===== src/hw/rtl/pksp_pkg.sv =====
`timescale 1ns / 1ps

package pksp_pkg;

	// Byte values that the parser recognizes or replays.
	localparam logic [7:0] BYTE_PREFIX   = 8'h02;
	localparam logic [7:0] BYTE_ESC      = 8'h1B;
	localparam logic [7:0] BYTE_LBRACKET = 8'h5B;
	localparam logic [7:0] BYTE_UPPER_O  = 8'h4F;

	// Result kinds.
	localparam logic [1:0] KIND_DATA   = 2'd0;
	localparam logic [1:0] KIND_ACTION = 2'd1;
	localparam logic [1:0] KIND_DETACH = 2'd2;

	// Classified item operations carried from the front end to the back end.
	localparam logic [3:0] OP_DATA        = 4'd0; // data byte
	localparam logic [3:0] OP_ACTION      = 4'd1; // pane action
	localparam logic [3:0] OP_DETACH      = 4'd2; // detach request
	localparam logic [3:0] OP_PFX_BYTE    = 4'd3; // 02, byte
	localparam logic [3:0] OP_ESC_BYTE    = 4'd4; // 02, 1B, byte
	localparam logic [3:0] OP_CSI_BYTE    = 4'd5; // 02, 1B, introducer, byte
	localparam logic [3:0] OP_FLUSH_PFX   = 4'd6; // 02
	localparam logic [3:0] OP_FLUSH_ESC   = 4'd7; // 02, 1B
	localparam logic [3:0] OP_FLUSH_CSI   = 4'd8; // 02, 1B, introducer

	// One queued item: operation plus the operands that its results need.
	typedef struct packed {
		logic [3:0] op;
		logic [7:0] data;
		logic [4:0] code;
		logic       intro_o;
	} pksp_entry_t;

endpackage


===== src/hw/rtl/pksp_front.sv =====
`timescale 1ns / 1ps

module pksp_front import pksp_pkg::*; (
	input  logic              clk,
	input  logic              arst_n,
	input  logic [7:0]        action_limit,
	input  logic              in_valid,
	output logic              in_ready,
	input  logic              req_type,
	input  logic [7:0]        in_byte,
	input  logic              chunk_start,
	input  logic              queue_full,
	output logic              push,
	output pksp_entry_t       push_entry
);

	localparam logic [1:0] MODE_NORMAL = 2'd0;
	localparam logic [1:0] MODE_PREFIX = 2'd1;
	localparam logic [1:0] MODE_ESCAPE = 2'd2;
	localparam logic [1:0] MODE_CSI    = 2'd3;

	typedef struct packed {
		logic       hit;
		logic [4:0] code;
	} pksp_keymap_t;

	// Key map for the byte after the prefix.
	function automatic pksp_keymap_t prefix_code(input logic [7:0] b);
		pksp_keymap_t r;
		r.hit  = 1'b1;
		r.code = 5'd0;
		case (b)
			8'h25: r.code = 5'd0;   // '%'
			8'h22: r.code = 5'd1;   // '"'
			8'h6F: r.code = 5'd6;   // 'o'
			8'h3B: r.code = 5'd7;   // ';'
			8'h78: r.code = 5'd8;   // 'x'
			8'h7A: r.code = 5'd9;   // 'z'
			8'h63: r.code = 5'd10;  // 'c'
			8'h6E: r.code = 5'd11;  // 'n'
			8'h70: r.code = 5'd12;  // 'p'
			8'h26: r.code = 5'd13;  // '&'
			default: begin
				if (b >= 8'h30 && b <= 8'h39) begin
					r.code = 5'd14 + {1'b0, b[3:0]};
				end else begin
					r.hit = 1'b0;
				end
			end
		endcase
		return r;
	endfunction

	// Arrow letters after ESC [ or ESC O.
	function automatic pksp_keymap_t arrow_code(input logic [7:0] b);
		pksp_keymap_t r;
		r.hit  = 1'b1;
		r.code = 5'd0;
		case (b)
			8'h44: r.code = 5'd2;   // 'D'
			8'h43: r.code = 5'd3;   // 'C'
			8'h41: r.code = 5'd4;   // 'A'
			8'h42: r.code = 5'd5;   // 'B'
			default: r.hit = 1'b0;
		endcase
		return r;
	endfunction

	logic [1:0]   mode_q, mode_d;
	logic         intro_o_q, intro_o_d;
	logic [7:0]   actions_q, actions_d;
	logic         discard_q, discard_d;
	logic         emit;
	logic         in_fire;
	pksp_keymap_t pmap, amap;

	assign in_ready = !queue_full;
	assign in_fire  = in_valid && in_ready;
	assign push     = in_fire && emit;
	assign pmap     = prefix_code(in_byte);
	assign amap     = arrow_code(in_byte);

	// Classify the item against the current mode and work out the next state.
	always_comb begin
		mode_d     = mode_q;
		intro_o_d  = intro_o_q;
		actions_d  = actions_q;
		discard_d  = discard_q;
		emit       = 1'b0;
		push_entry.op      = OP_DATA;
		push_entry.data    = in_byte;
		push_entry.code    = 5'd0;
		push_entry.intro_o = intro_o_q;
		if (req_type) begin
			// Flush replays whatever partial sequence is pending.
			mode_d = MODE_NORMAL;
			case (mode_q)
				MODE_PREFIX: begin
					emit = 1'b1;
					push_entry.op = OP_FLUSH_PFX;
				end
				MODE_ESCAPE: begin
					emit = 1'b1;
					push_entry.op = OP_FLUSH_ESC;
				end
				MODE_CSI: begin
					emit = 1'b1;
					push_entry.op = OP_FLUSH_CSI;
				end
				default: emit = 1'b0;
			endcase
		end else begin
			if (chunk_start) begin
				actions_d = 8'd0;
				discard_d = 1'b0;
			end
			if (!discard_d) begin
				case (mode_q)
					MODE_NORMAL: begin
						if (in_byte == BYTE_PREFIX) begin
							mode_d = MODE_PREFIX;
						end else begin
							emit = 1'b1;
							push_entry.op = OP_DATA;
						end
					end
					MODE_ESCAPE: begin
						if (in_byte == BYTE_LBRACKET || in_byte == BYTE_UPPER_O) begin
							intro_o_d = (in_byte == BYTE_UPPER_O);
							mode_d    = MODE_CSI;
						end else begin
							emit = 1'b1;
							push_entry.op = OP_ESC_BYTE;
							mode_d = MODE_NORMAL;
						end
					end
					MODE_CSI: begin
						emit   = 1'b1;
						mode_d = MODE_NORMAL;
						if (amap.hit && actions_d < action_limit) begin
							actions_d = actions_d + 8'd1;
							push_entry.op   = OP_ACTION;
							push_entry.code = amap.code;
						end else begin
							push_entry.op = OP_CSI_BYTE;
						end
					end
					default: begin
						mode_d = MODE_NORMAL;
						if (in_byte == 8'h64) begin
							// 'd' detaches and drops the rest of the chunk.
							emit = 1'b1;
							push_entry.op = OP_DETACH;
							discard_d = 1'b1;
						end else if (in_byte == BYTE_PREFIX) begin
							emit = 1'b1;
							push_entry.op = OP_DATA;
						end else if (in_byte == BYTE_ESC) begin
							mode_d = MODE_ESCAPE;
						end else if (pmap.hit && actions_d < action_limit) begin
							emit = 1'b1;
							actions_d = actions_d + 8'd1;
							push_entry.op   = OP_ACTION;
							push_entry.code = pmap.code;
						end else begin
							emit = 1'b1;
							push_entry.op = OP_PFX_BYTE;
						end
					end
				endcase
			end
		end
	end

	// Parser state advances on every accepted item.
	always_ff @(posedge clk or negedge arst_n) begin
		if (!arst_n) begin
			mode_q    <= MODE_NORMAL;
			intro_o_q <= 1'b0;
			actions_q <= 8'd0;
			discard_q <= 1'b0;
		end else if (in_fire) begin
			mode_q    <= mode_d;
			intro_o_q <= intro_o_d;
			actions_q <= actions_d;
			discard_q <= discard_d;
		end
	end

endmodule


===== src/hw/rtl/pksp_queue.sv =====
`timescale 1ns / 1ps

module pksp_queue import pksp_pkg::*; #(
	parameter int DEPTH = 4
) (
	input  logic        clk,
	input  logic        arst_n,
	input  logic        push,
	input  pksp_entry_t push_entry,
	input  logic        pop,
	output logic        full,
	output logic        head_valid,
	output pksp_entry_t head_entry
);

	localparam int PW = (DEPTH > 1) ? $clog2(DEPTH) : 1;
	localparam int CW = $clog2(DEPTH + 1);
	localparam logic [PW-1:0] LAST_PTR = PW'(DEPTH - 1);
	localparam logic [CW-1:0] DEPTH_CNT = CW'(DEPTH);

	pksp_entry_t   slots_q [DEPTH];
	logic [PW-1:0] wr_ptr_q, rd_ptr_q;
	logic [CW-1:0] count_q;

	assign full       = (count_q == DEPTH_CNT);
	assign head_valid = (count_q != '0);
	assign head_entry = slots_q[rd_ptr_q];

	// Entry storage.
	always_ff @(posedge clk) begin
		if (push) begin
			slots_q[wr_ptr_q] <= push_entry;
		end
	end

	// Pointers and fill count.
	always_ff @(posedge clk or negedge arst_n) begin
		if (!arst_n) begin
			wr_ptr_q <= '0;
			rd_ptr_q <= '0;
			count_q  <= '0;
		end else begin
			if (push) begin
				wr_ptr_q <= (wr_ptr_q == LAST_PTR) ? '0 : wr_ptr_q + 1'b1;
			end
			if (pop) begin
				rd_ptr_q <= (rd_ptr_q == LAST_PTR) ? '0 : rd_ptr_q + 1'b1;
			end
			if (push && !pop) begin
				count_q <= count_q + 1'b1;
			end else if (pop && !push) begin
				count_q <= count_q - 1'b1;
			end
		end
	end

endmodule


===== src/hw/rtl/pksp_back.sv =====
`timescale 1ns / 1ps

module pksp_back import pksp_pkg::*; (
	input  logic        clk,
	input  logic        arst_n,
	input  logic        head_valid,
	input  pksp_entry_t head_entry,
	output logic        pop,
	output logic        out_valid,
	input  logic        out_ready,
	output logic [1:0]  out_kind,
	output logic [7:0]  out_byte,
	output logic [4:0]  action_code,
	output logic        last_of_run
);

	// Index of the last result that an operation yields.
	function automatic logic [1:0] last_index(input logic [3:0] op);
		logic [1:0] r;
		case (op)
			OP_PFX_BYTE:  r = 2'd1;
			OP_ESC_BYTE:  r = 2'd2;
			OP_CSI_BYTE:  r = 2'd3;
			OP_FLUSH_ESC: r = 2'd1;
			OP_FLUSH_CSI: r = 2'd2;
			default:      r = 2'd0;
		endcase
		return r;
	endfunction

	logic [1:0] idx_q;
	logic [1:0] last_idx;
	logic       load;
	logic       is_last;
	logic [1:0] kind_c;
	logic [7:0] byte_c;
	logic [4:0] code_c;
	logic [7:0] intro_byte;
	logic       out_valid_q;
	logic [1:0] kind_q;
	logic [7:0] byte_q;
	logic [4:0] code_q;
	logic       last_q;

	assign last_idx   = last_index(head_entry.op);
	assign is_last    = (idx_q == last_idx);
	assign load       = head_valid && (!out_valid_q || out_ready);
	assign pop        = load && is_last;
	assign intro_byte = head_entry.intro_o ? BYTE_UPPER_O : BYTE_LBRACKET;

	// Pick the result at the current index of the head item.
	always_comb begin
		kind_c = KIND_DATA;
		code_c = 5'd0;
		byte_c = 8'd0;
		case (head_entry.op)
			OP_ACTION: begin
				kind_c = KIND_ACTION;
				code_c = head_entry.code;
			end
			OP_DETACH: kind_c = KIND_DETACH;
			OP_DATA:   byte_c = head_entry.data;
			default: begin
				// Replayed literals: prefix, ESC, introducer, then the byte itself.
				case (idx_q)
					2'd0: byte_c = BYTE_PREFIX;
					2'd1: byte_c = (head_entry.op == OP_PFX_BYTE) ? head_entry.data : BYTE_ESC;
					2'd2: byte_c = (head_entry.op == OP_ESC_BYTE) ? head_entry.data : intro_byte;
					default: byte_c = head_entry.data;
				endcase
			end
		endcase
	end

	// Result index within the head item.
	always_ff @(posedge clk or negedge arst_n) begin
		if (!arst_n) begin
			idx_q <= 2'd0;
		end else if (load) begin
			idx_q <= is_last ? 2'd0 : idx_q + 2'd1;
		end
	end

	// Output register.
	always_ff @(posedge clk or negedge arst_n) begin
		if (!arst_n) begin
			out_valid_q <= 1'b0;
		end else if (load) begin
			out_valid_q <= 1'b1;
		end else if (out_ready) begin
			out_valid_q <= 1'b0;
		end
	end

	always_ff @(posedge clk) begin
		if (load) begin
			kind_q <= kind_c;
			byte_q <= byte_c;
			code_q <= code_c;
			last_q <= is_last;
		end
	end

	assign out_valid   = out_valid_q;
	assign out_kind    = kind_q;
	assign out_byte    = byte_q;
	assign action_code = code_q;
	assign last_of_run = last_q;

endmodule


===== src/hw/rtl/prefix_key_stream_parser.sv =====
`timescale 1ns / 1ps
// Accepts one item per cycle while the item queue has room; delivers one result per cycle
// while out_ready is high and items are queued; results leave from a registered output.
// An item that replays literals yields one to four results, and the QUEUE_DEPTH-entry item
// queue absorbs those bursts; the result stage sets the output rate.
// Reset (arst_n low, asynchronous): normal mode, counters and queue cleared, limit back to 16.

module prefix_key_stream_parser import pksp_pkg::*; #(
	parameter int QUEUE_DEPTH = 4
) (
	input  logic        clk,
	input  logic        arst_n,
	input  logic        psel,
	input  logic        penable,
	input  logic        pwrite,
	input  logic [2:0]  paddr,
	input  logic [31:0] pwdata,
	output logic [31:0] prdata,
	output logic        pready,
	input  logic        in_valid,
	output logic        in_ready,
	input  logic        req_type,
	input  logic [7:0]  in_byte,
	input  logic        chunk_start,
	output logic        out_valid,
	input  logic        out_ready,
	output logic [1:0]  out_kind,
	output logic [7:0]  out_byte,
	output logic [4:0]  action_code,
	output logic        last_of_run
);

	logic [7:0]  action_limit_q;
	logic        cfg_write;
	logic        queue_full;
	logic        push;
	logic        pop;
	logic        head_valid;
	pksp_entry_t push_entry;
	pksp_entry_t head_entry;

	// Register port: action_limit at byte address 0.
	assign pready    = 1'b1;
	assign cfg_write = psel && penable && pwrite && (paddr[2] == 1'b0);
	assign prdata    = (paddr[2] == 1'b0) ? {24'd0, action_limit_q} : 32'd0;

	always_ff @(posedge clk or negedge arst_n) begin
		if (!arst_n) begin
			action_limit_q <= 8'd16;
		end else if (cfg_write) begin
			action_limit_q <= pwdata[7:0];
		end
	end

	pksp_front u_front (
		.clk          (clk),
		.arst_n       (arst_n),
		.action_limit (action_limit_q),
		.in_valid     (in_valid),
		.in_ready     (in_ready),
		.req_type     (req_type),
		.in_byte      (in_byte),
		.chunk_start  (chunk_start),
		.queue_full   (queue_full),
		.push         (push),
		.push_entry   (push_entry)
	);

	pksp_queue #(
		.DEPTH (QUEUE_DEPTH)
	) u_queue (
		.clk        (clk),
		.arst_n     (arst_n),
		.push       (push),
		.push_entry (push_entry),
		.pop        (pop),
		.full       (queue_full),
		.head_valid (head_valid),
		.head_entry (head_entry)
	);

	pksp_back u_back (
		.clk         (clk),
		.arst_n      (arst_n),
		.head_valid  (head_valid),
		.head_entry  (head_entry),
		.pop         (pop),
		.out_valid   (out_valid),
		.out_ready   (out_ready),
		.out_kind    (out_kind),
		.out_byte    (out_byte),
		.action_code (action_code),
		.last_of_run (last_of_run)
	);

endmodule

===== config.mk =====
export PLATFORM = sky130hd
export DESIGN_NAME = prefix_key_stream_parser
export DESIGN_NICKNAME = d
export VERILOG_FILES = /design/src/hw/rtl/pksp_pkg.sv /design/src/hw/rtl/pksp_front.sv /design/src/hw/rtl/pksp_queue.sv /design/src/hw/rtl/pksp_back.sv /design/src/hw/rtl/prefix_key_stream_parser.sv
export SDC_FILE = /design/constraint.sdc
export NUM_CORES = 1
export LEC_CHECK = 0
export ABC_AREA = 1
export ABC_CLOCK_PERIOD_IN_PS = 6600
export BUFFER_PORTS_ARGS = -buffer_cell sky130_fd_sc_hd__buf_2
export CORE_UTILIZATION = 62
export DETAILED_ROUTE_END_ITERATION = 10
export GPL_TIMING_DRIVEN = 1
export PLACE_DENSITY = 0.95
export SLEW_MARGIN = 20
export SYNTH_ARGS = -nofsm -noshare
export SYNTH_HDL_FRONTEND = slang
export SYNTH_HIERARCHICAL = 1
export SYNTH_SLANG_ARGS = --single-unit

===== constraint.sdc =====
create_clock -name clk -period 6.6 [get_ports clk]
set_clock_uncertainty 0.2 [all_clocks]
set_input_delay 0.33 -clock clk [delete_from_list [all_inputs] [get_ports clk]]
set_output_delay 0.33 -clock clk [all_outputs]
set_load 0.01 [all_outputs]

-- Word-level counts from Yosys, hierarchy flattened
Memory sizes are Yosys's and may differ from the RTL's.
Index checks and enable logic that the tools add are counted.
W data, S select, Z words.
- input port bits: 52
- output and inout bits: 51
- word-level logic and storage cells: 172
- bits in registers: 46
- ROM bits: 0
- memories: 1
- bits in latches: 0
- memory bits (writable): 72
- bitwise logic cells: 3
- muxes and demuxes: 72
- order comparisons: 3
- reductions and logical operators: 35
- add/sub/neg operators: 7
- equality and inequality tests: 37
- $mul: 0
- div/mod/pow operators: 0
- shift-type cells: 0
- memory list (memory ; depth ; bits a word ; read ports ; clocked after memory_dff ; wr ports ; RTL line ; text):
    u_queue.slots_q ; 4 ; 18 ; 1 ; 0 ; 1 ; pksp_queue.sv:21 ; pksp_entry_t slots_q [DEPTH];
- operators by type and width (operator ; count):
    $eq A8 B7 Y1 const B ; 13
    $mux W8 ; 11
    $pmux W5 S10 ; 1
    $mux W5 ; 8
    $eq A8 B6 Y1 const B ; 4
    $pmux W8 S2 ; 2
    $pmux W4 S3 ; 2
    $pmux W8 S3 ; 1
    $mux W2 ; 11
    $mux W1 ; 20
    $mux W4 ; 5
    $mux W3 ; 5
    $eq A4 B3 Y1 const B ; 3
    $logic_and A1 B1 Y1 ; 12
    $pmux W2 S3 ; 2
    $pmux W3 S4 ; 1
    $eq A2 B2 Y1 const B ; 5
    $pmux W5 S2 ; 1
    $reduce_or A10 Y1 ; 1
    $add A8 B1 Y8 const B ; 1
    $eq A4 B2 Y1 const B ; 2
    $eq A8 B2 Y1 const B ; 1
    $eq A8 B5 Y1 const B ; 1
    $ge A8 B6 Y1 const B ; 1
    28 further kinds ; 43

-- Logic depth before layout (Yosys ltp)
- word-level depth: 12
- gate-level depth with buffers: 21
- gate-level depth less buffers: 20

-- Cells and area by module
The synthesis kept the hierarchy.
- modules (own cells, without submodules) (module ; cells each ; instances ; area each (sq um) ; seq. area each (sq um)):
    pksp_queue ; 261 ; 1 ; 3325.7 ; 2337.2
    pksp_front ; 327 ; 1 ; 1920.6 ; 300.3
    pksp_back ; 140 ; 1 ; 1121.1 ; 555.5
    prefix_key_stream_parser ; 81 ; 1 ; 610.6 ; 201.4

-- Worst setup path before layout
OpenSTA, ideal clock, no wires.
- kind: reg2reg
- start point: reg u_queue.count_q[2]
- end point: reg u_queue.count_q[2]
- stages on the path, launching flop included: 17
- library setup time: 117 ps
- required time: 6283 ps
- period minus slack after synthesis: 3201 ps
- data arrival time: 2884 ps
- path buffers: 0
- slack: 3399 ps
- cell sequence: dfrtp_1 inv_1 nor3_1 inv_1 nand2_1 nor2_1 inv_1 nor2_1 inv_1 o21ai_0 ha_1 inv_1 fa_1 nand2_1 nand3_1 nand2_1 nand2_1
- cells in the longest elaborated chain, start to end: 7
- elaborated cells between the ends (all ways): 16
- classes of those cells: add/sub: 2; eq/ne: 1; mux: 2; reduce/logical: 11
- ends and longest elaborated chain (element ; RTL line ; text):
    from (decl) ; pksp_queue.sv:23 ; logic [CW-1:0] count_q;
    from (signal assigned) ; pksp_queue.sv:50 ; count_q <= count_q + 1'b1;
    from (signal assigned) ; pksp_queue.sv:52 ; count_q <= count_q - 1'b1;
    $eq A3 B3 Y1 (*) ; pksp_queue.sv:25 ; assign full = (count_q == DEPTH_CNT);
    net queue_full ; prefix_key_stream_parser.sv:35 ; logic queue_full;
    $logic_not A1 Y1 (*) ; pksp_front.sv:77 ; assign in_ready = !queue_full;
    net in_ready ; prefix_key_stream_parser.sv:21 ; output logic in_ready,
    $logic_and A1 B1 Y1 (*) ; pksp_front.sv:78 ; assign in_fire = in_valid && in_ready;
    $logic_and A1 B1 Y1 (*) ; pksp_front.sv:79 ; assign push = in_fire && emit;
    net push ; prefix_key_stream_parser.sv:36 ; logic push;
    $logic_not A1 Y1 ; pksp_queue.sv:51 ; end else if (pop && !push) begin
    $logic_and A1 B1 Y1 ; pksp_queue.sv:51 ;
    $reduce_bool A2 Y1 (no line) ; n/a ;
Mark *: on every way through the listed nets, which the timed path passes. The rest lies on a longest branch. The select of a mux whose other input is x is not followed.
A chain may end at the register's enable or synchronous reset.

-- Final worst setup path
- start point: reg u_queue.count_q[2]
- end point: reg u_queue.count_q[2]
- cells in the longest elaborated chain, start to end: 7
- elaborated cells between the ends (all ways): 16
- classes of those cells: add/sub: 2; eq/ne: 1; mux: 2; reduce/logical: 11
- ends and longest elaborated chain (element ; RTL line):
    $eq A3 B3 Y1 (*) ; pksp_queue.sv:25
    net queue_full ; prefix_key_stream_parser.sv:35
    $logic_not A1 Y1 (*) ; pksp_front.sv:77
    $logic_and A1 B1 Y1 (*) ; pksp_front.sv:78
    $logic_and A1 B1 Y1 (*) ; pksp_front.sv:79
    net push ; prefix_key_stream_parser.sv:36
    $logic_not A1 Y1 ; pksp_queue.sv:51
    $logic_and A1 B1 Y1 ; pksp_queue.sv:51
    $reduce_bool A2 Y1 (no line) ; n/a
Marks and branches as above.

==> results.rst <==
.. list-table::
   :header-rows: 1

   * - Metric
     - Value
   * - Hold Slack
     - 23.9 ps
   * - Initial Utilization
     - 0.641
   * - Clock input transition at the sequential cells of the worst setup and hold paths
     - 60 ps
   * - Vias in the first global route
     - ~5600
   * - Highest achievable clock rate
     - 0.253 GHz
   * - Critical hold path startpoint
     - penable
   * - Critical path's most frequent cell
     - sky130_fd_sc_hd__inv_1
   * - Clock tree from TritonCTS
     - yes
   * - Total DRC errors in the routed layout
     - 0
   * - Horizontal die dimension
     - 108 µm
   * - Number of cells on the worst reg-to-reg path
     - 16
   * - Startpoint types
     - flop
   * - Final count of hold timing violations
     - 0
   * - Main synth FF type
     - sky130_fd_sc_hd__edfxtp_1
   * - Ratio of cells with drive above 1 in the final layout
     - 0.148
   * - Family with the most delay on the worst path
     - simple AND/OR/NAND/NOR gates
   * - Worst EP required
     - 6810 ps
   * - Clock latency reported for the late side of the worst-skew pair
     - 520 ps
   * - Min-Delay Path Depth
     - 5
   * - Actual transition at the worst max-transition pin
     - 939 ps
   * - Critical path class
     - reg2reg
   * - Root Buffer
     - sky130_fd_sc_hd__clkbuf_8
   * - Setup repair after global routing missed its margin
     - no
   * - Violation count after the first detailed-route iteration
     - 547
   * - Critical-path maximum fanout
     - 9
   * - DP Wirelength
     - 9390 µm
   * - Max-cap check violation count
     - 0
   * - Final max-slew violation count
     - 0
   * - Layout Nets
     - approximately 950
   * - Setup-violating endpoint count in the final report
     - 0
   * - Via density per instance
     - between 5 and 6
   * - Netlist area before placement
     - between 6000 and 7000 µm²
   * - Pwr/cell area
     - 421 nW/µm²
   * - Worst path cell trace
     - inv_1 > nor3_1 > inv_1 > nand2_1 > nor2_1 > inv_1 > nor2_1 > inv_1 > o21ai_0 > ha_1 > inv_1 > fa_1 > inv_1 > nand2_1 > nand4_1 > nand2_1
   * - Die area
     - approximately 12000 µm²
   * - Die Y
     - 108 µm
   * - Maximum number of pins on one net before global-route repair
     - 74
   * - Final std cell area, no fill
     - a little under 8000 µm²
   * - Async S/R FF share, synth
     - 0.254
   * - Signed area change from the synthesized netlist to the final layout
     - 13.5%
   * - Global Route Usage Sum
     - 0.293
   * - Worst Path Arrival
     - 4160 ps
   * - Per-instance average area after synthesis
     - 8.63 µm²
   * - Startpoint of the worst register-to-register path
     - u_queue/count_q[2]
   * - CTS Hold Bufs
     - 20
   * - Count of cell types in the netlist
     - 49
   * - Slowest cell on crit path
     - sky130_fd_sc_hd__o21ai_0
   * - Final Wtd Congestion
     - ~0.95
   * - CTS H-Tree Depth
     - 4
   * - Grt total ovfl
     - 0
   * - Placement row count
     - 38
   * - Detail-routed net length per standard cell
     - 15.5 µm
   * - Clk sink count
     - about 120
   * - Core ar.
     - ~11000 µm²
   * - Via count of the routed design
     - around 5700
   * - Startpoint of the most critical setup path
     - u_queue/count_q[2]
   * - Crit path time final
     - 3950 ps
   * - Count of input and output buffers
     - 51
   * - Wire length of the first global-routing pass
     - 25800 µm
   * - Crit share post-route
     - 0.598
   * - Pre-antenna DRT Iters
     - 6
   * - Cts bufs inserted
     - 17
   * - Final routed wirelength across all metal layers
     - 15900 µm
   * - Largest incremental delay on the critical path
     - between 700 and 800 ps
   * - Placed inst area
     - 7120 µm²
   * - Core occupancy in the finished layout
     - 0.728
   * - Peak VDD IR
     - 235 µV
   * - Register bit total from synthesis
     - 118
   * - Post-CTS setup buffer count
     - 0
   * - Leak pwr
     - 3.86 nW
   * - Top-level port count
     - roughly 100
   * - TNS Setup
     - 0 ps
   * - Number of enable-type register cells in the synthesized netlist
     - 88
   * - Hold WC Path Type
     - in2reg
   * - Logic depth of the worst path, buffers included
     - 16
   * - Type of destination of the critical path
     - flop
   * - Number of cells upsized or downsized after cts
     - 0
   * - Initial antenna violation count
     - 0
   * - Proportion of synthesized chip area in sequential cells
     - 0.486
   * - Count of antenna diodes in the layout
     - 0
   * - Remaining antenna violation count after routing
     - 0
   * - Number of warnings printed during yosys synthesis
     - 6
   * - Worst slew margin relative to its limit
     - 0.374
   * - Result of the run
     - complete, no violations
   * - Gate count after technology mapping
     - 809
   * - Worst path buffer plus inverter count
     - 6
   * - Buffers from clock root to sink, at most
     - 2
-- routing by layer --
layer,vias up,global-route usage,routed length (µm)
met2,301,0.522,8200
met4,0,0.141,505
met3,53,0.0681,1190
li1,2713,-,-
met5,-,0,0
met1,2592,0.329,6020
-- where the power goes --
group          total (mW)  switching [mW]  internal [mW]
clock network       0.943           0.359          0.583
registers            1.15           0.110           1.04
logic                1.24           0.863          0.379
total                3.33            1.33           2.00
-- kinds of logic (layout without fill, tap and decap cells) --
logic type / count (synthesis) / after routing / share of synthesized area
other cells: 2 / 25 / 0.00108
buf+inv: 186 / 243 / 0.130
flops: 118 / 118 / 0.486
compound gates: 88 / 88 / 0.0866
simple gates: 385 / 385 / 0.243
mux: 1 / 1 / 0.00143
xor+xnor: 4 / 4 / 0.00502
fa+ha+maj: 25 / 25 / 0.0459
-- layout by cell type, fill, tap and decap left out, types with 3 or more instances in the layout --
cell type | Yosys | final
sky130_fd_sc_hd__inv_2 | 10 | 10
sky130_fd_sc_hd__a21oi_1 | 9 | 9
sky130_fd_sc_hd__o211ai_1 | 36 | 36
sky130_fd_sc_hd__edfxtp_1 | 88 | 88
sky130_fd_sc_hd__nand2_4 | 3 | 3
sky130_fd_sc_hd__clkinv_4 | 0 | 3
sky130_fd_sc_hd__nor2_2 | 7 | 7
sky130_fd_sc_hd__buf_2 | 1 | 51
sky130_fd_sc_hd__nor3_1 | 4 | 4
sky130_fd_sc_hd__inv_6 | 1 | 6
sky130_fd_sc_hd__nand2_2 | 8 | 8
sky130_fd_sc_hd__nand4_1 | 12 | 12
sky130_fd_sc_hd__inv_1 | 127 | 127
sky130_fd_sc_hd__o21ai_2 | 3 | 3
sky130_fd_sc_hd__dfrtp_1 | 29 | 29
sky130_fd_sc_hd__nor2_4 | 3 | 3
sky130_fd_sc_hd__a31oi_1 | 4 | 4
sky130_fd_sc_hd__ha_1 | 24 | 24
sky130_fd_sc_hd__nand3_1 | 44 | 44
sky130_fd_sc_hd__nand3_2 | 4 | 4
sky130_fd_sc_hd__bufinv_16 | 0 | 3
sky130_fd_sc_hd__o21ai_1 | 4 | 4
sky130_fd_sc_hd__nand2_1 | 227 | 227
sky130_fd_sc_hd__dlygate4sd3_1 | 0 | 20
sky130_fd_sc_hd__nor2_1 | 65 | 65
sky130_fd_sc_hd__o21ai_0 | 21 | 21
sky130_fd_sc_hd__xor2_1 | 3 | 3
sky130_fd_sc_hd__conb_1 | 2 | 25
sky130_fd_sc_hd__clkbuf_16 | 0 | 16
-- worst paths after layout --
kind / end / slack, ps
worst min register to register: action_limit_q[4] / 280
min in group asynchronous: u_front/actions_q[5] / 180
max in group asynchronous: u_front/mode_q[1] / 5580
worst max-delay path: u_queue/count_q[2] / 2650
worst min-delay path: action_limit_q[1] / 20
worst max register to register: u_queue/count_q[2] / 2650
-- through the flow --
step | instances | worst slack, ps | total power [mW]
floorplan | 832 | 3400 | 2.08
global placement | 977 | 2830 | 2.26
detailed placement | 977 | 2800 | 2.31
CTS | 1029 | 2760 | 3.31
global route | 1029 | 2360 | 3.54
finish | 1029 | 2650 | 3.33
-- flip-flops by register name, summed over array words and instances (netlist names), 3 cells and up --
name,cells
u_queue/slots_q,72
u_back/action_code,5
u_front/actions_q,8
action_limit_q,8
u_back/out_byte,8
u_queue/count_q,3
-- worst register-to-register path, cell delays in order, from the launching register on --
cell,delay (ps)
sky130_fd_sc_hd__dfrtp_1,390
sky130_fd_sc_hd__inv_1,100
sky130_fd_sc_hd__nor3_1,60
sky130_fd_sc_hd__inv_1,80
sky130_fd_sc_hd__nand2_1,90
sky130_fd_sc_hd__nor2_1,190
sky130_fd_sc_hd__inv_1,100
sky130_fd_sc_hd__nor2_1,450
sky130_fd_sc_hd__inv_1,290
sky130_fd_sc_hd__o21ai_0,780
sky130_fd_sc_hd__ha_1,300
sky130_fd_sc_hd__inv_1,80
sky130_fd_sc_hd__fa_1,440
sky130_fd_sc_hd__inv_1,80
sky130_fd_sc_hd__nand2_1,70
sky130_fd_sc_hd__nand4_1,80
sky130_fd_sc_hd__nand2_1,60
-- synth_stat cells, types with 2 or more instances --
library cell	number	area (µm²)
sky130_fd_sc_hd__nor2_4	3	33.8
sky130_fd_sc_hd__nand4_1	12	75.1
sky130_fd_sc_hd__o21ai_1	4	20.0
sky130_fd_sc_hd__nand2_4	3	33.8
sky130_fd_sc_hd__buf_6	9	101
sky130_fd_sc_hd__a31oi_1	4	25.0
sky130_fd_sc_hd__a21oi_1	9	45.0
sky130_fd_sc_hd__a21boi_1	2	15.0
sky130_fd_sc_hd__nand3_1	44	220
sky130_fd_sc_hd__o211ai_1	36	270
sky130_fd_sc_hd__buf_4	36	270
sky130_fd_sc_hd__o21ai_0	21	105
sky130_fd_sc_hd__nand2_1	227	852
sky130_fd_sc_hd__o211ai_2	2	25.0
sky130_fd_sc_hd__o21ai_2	3	26.3
sky130_fd_sc_hd__nor3_1	4	20.0
sky130_fd_sc_hd__nand3_2	4	40.0
sky130_fd_sc_hd__nand3b_1	2	15.0
sky130_fd_sc_hd__nor2_2	7	43.8
sky130_fd_sc_hd__edfxtp_1	88	2640
sky130_fd_sc_hd__dfrtp_1	29	726
sky130_fd_sc_hd__nor2_1	65	244
sky130_fd_sc_hd__ha_1	24	300
sky130_fd_sc_hd__inv_1	127	477
sky130_fd_sc_hd__nand2_2	8	50.1
sky130_fd_sc_hd__inv_2	10	37.5
sky130_fd_sc_hd__conb_1	2	7.51
sky130_fd_sc_hd__xor2_1	3	26.3
-- layout make-up --
class	instances	area (µm²)
fillers	729	2970
multi-input cells	528	2760
clock buffers	17	414
well taps	140	175
inverters	140	533
repair buffers	71	455
clock inverters	15	190
flip-flops and latches	118	3390
Power figures use the tool's default switching activity.
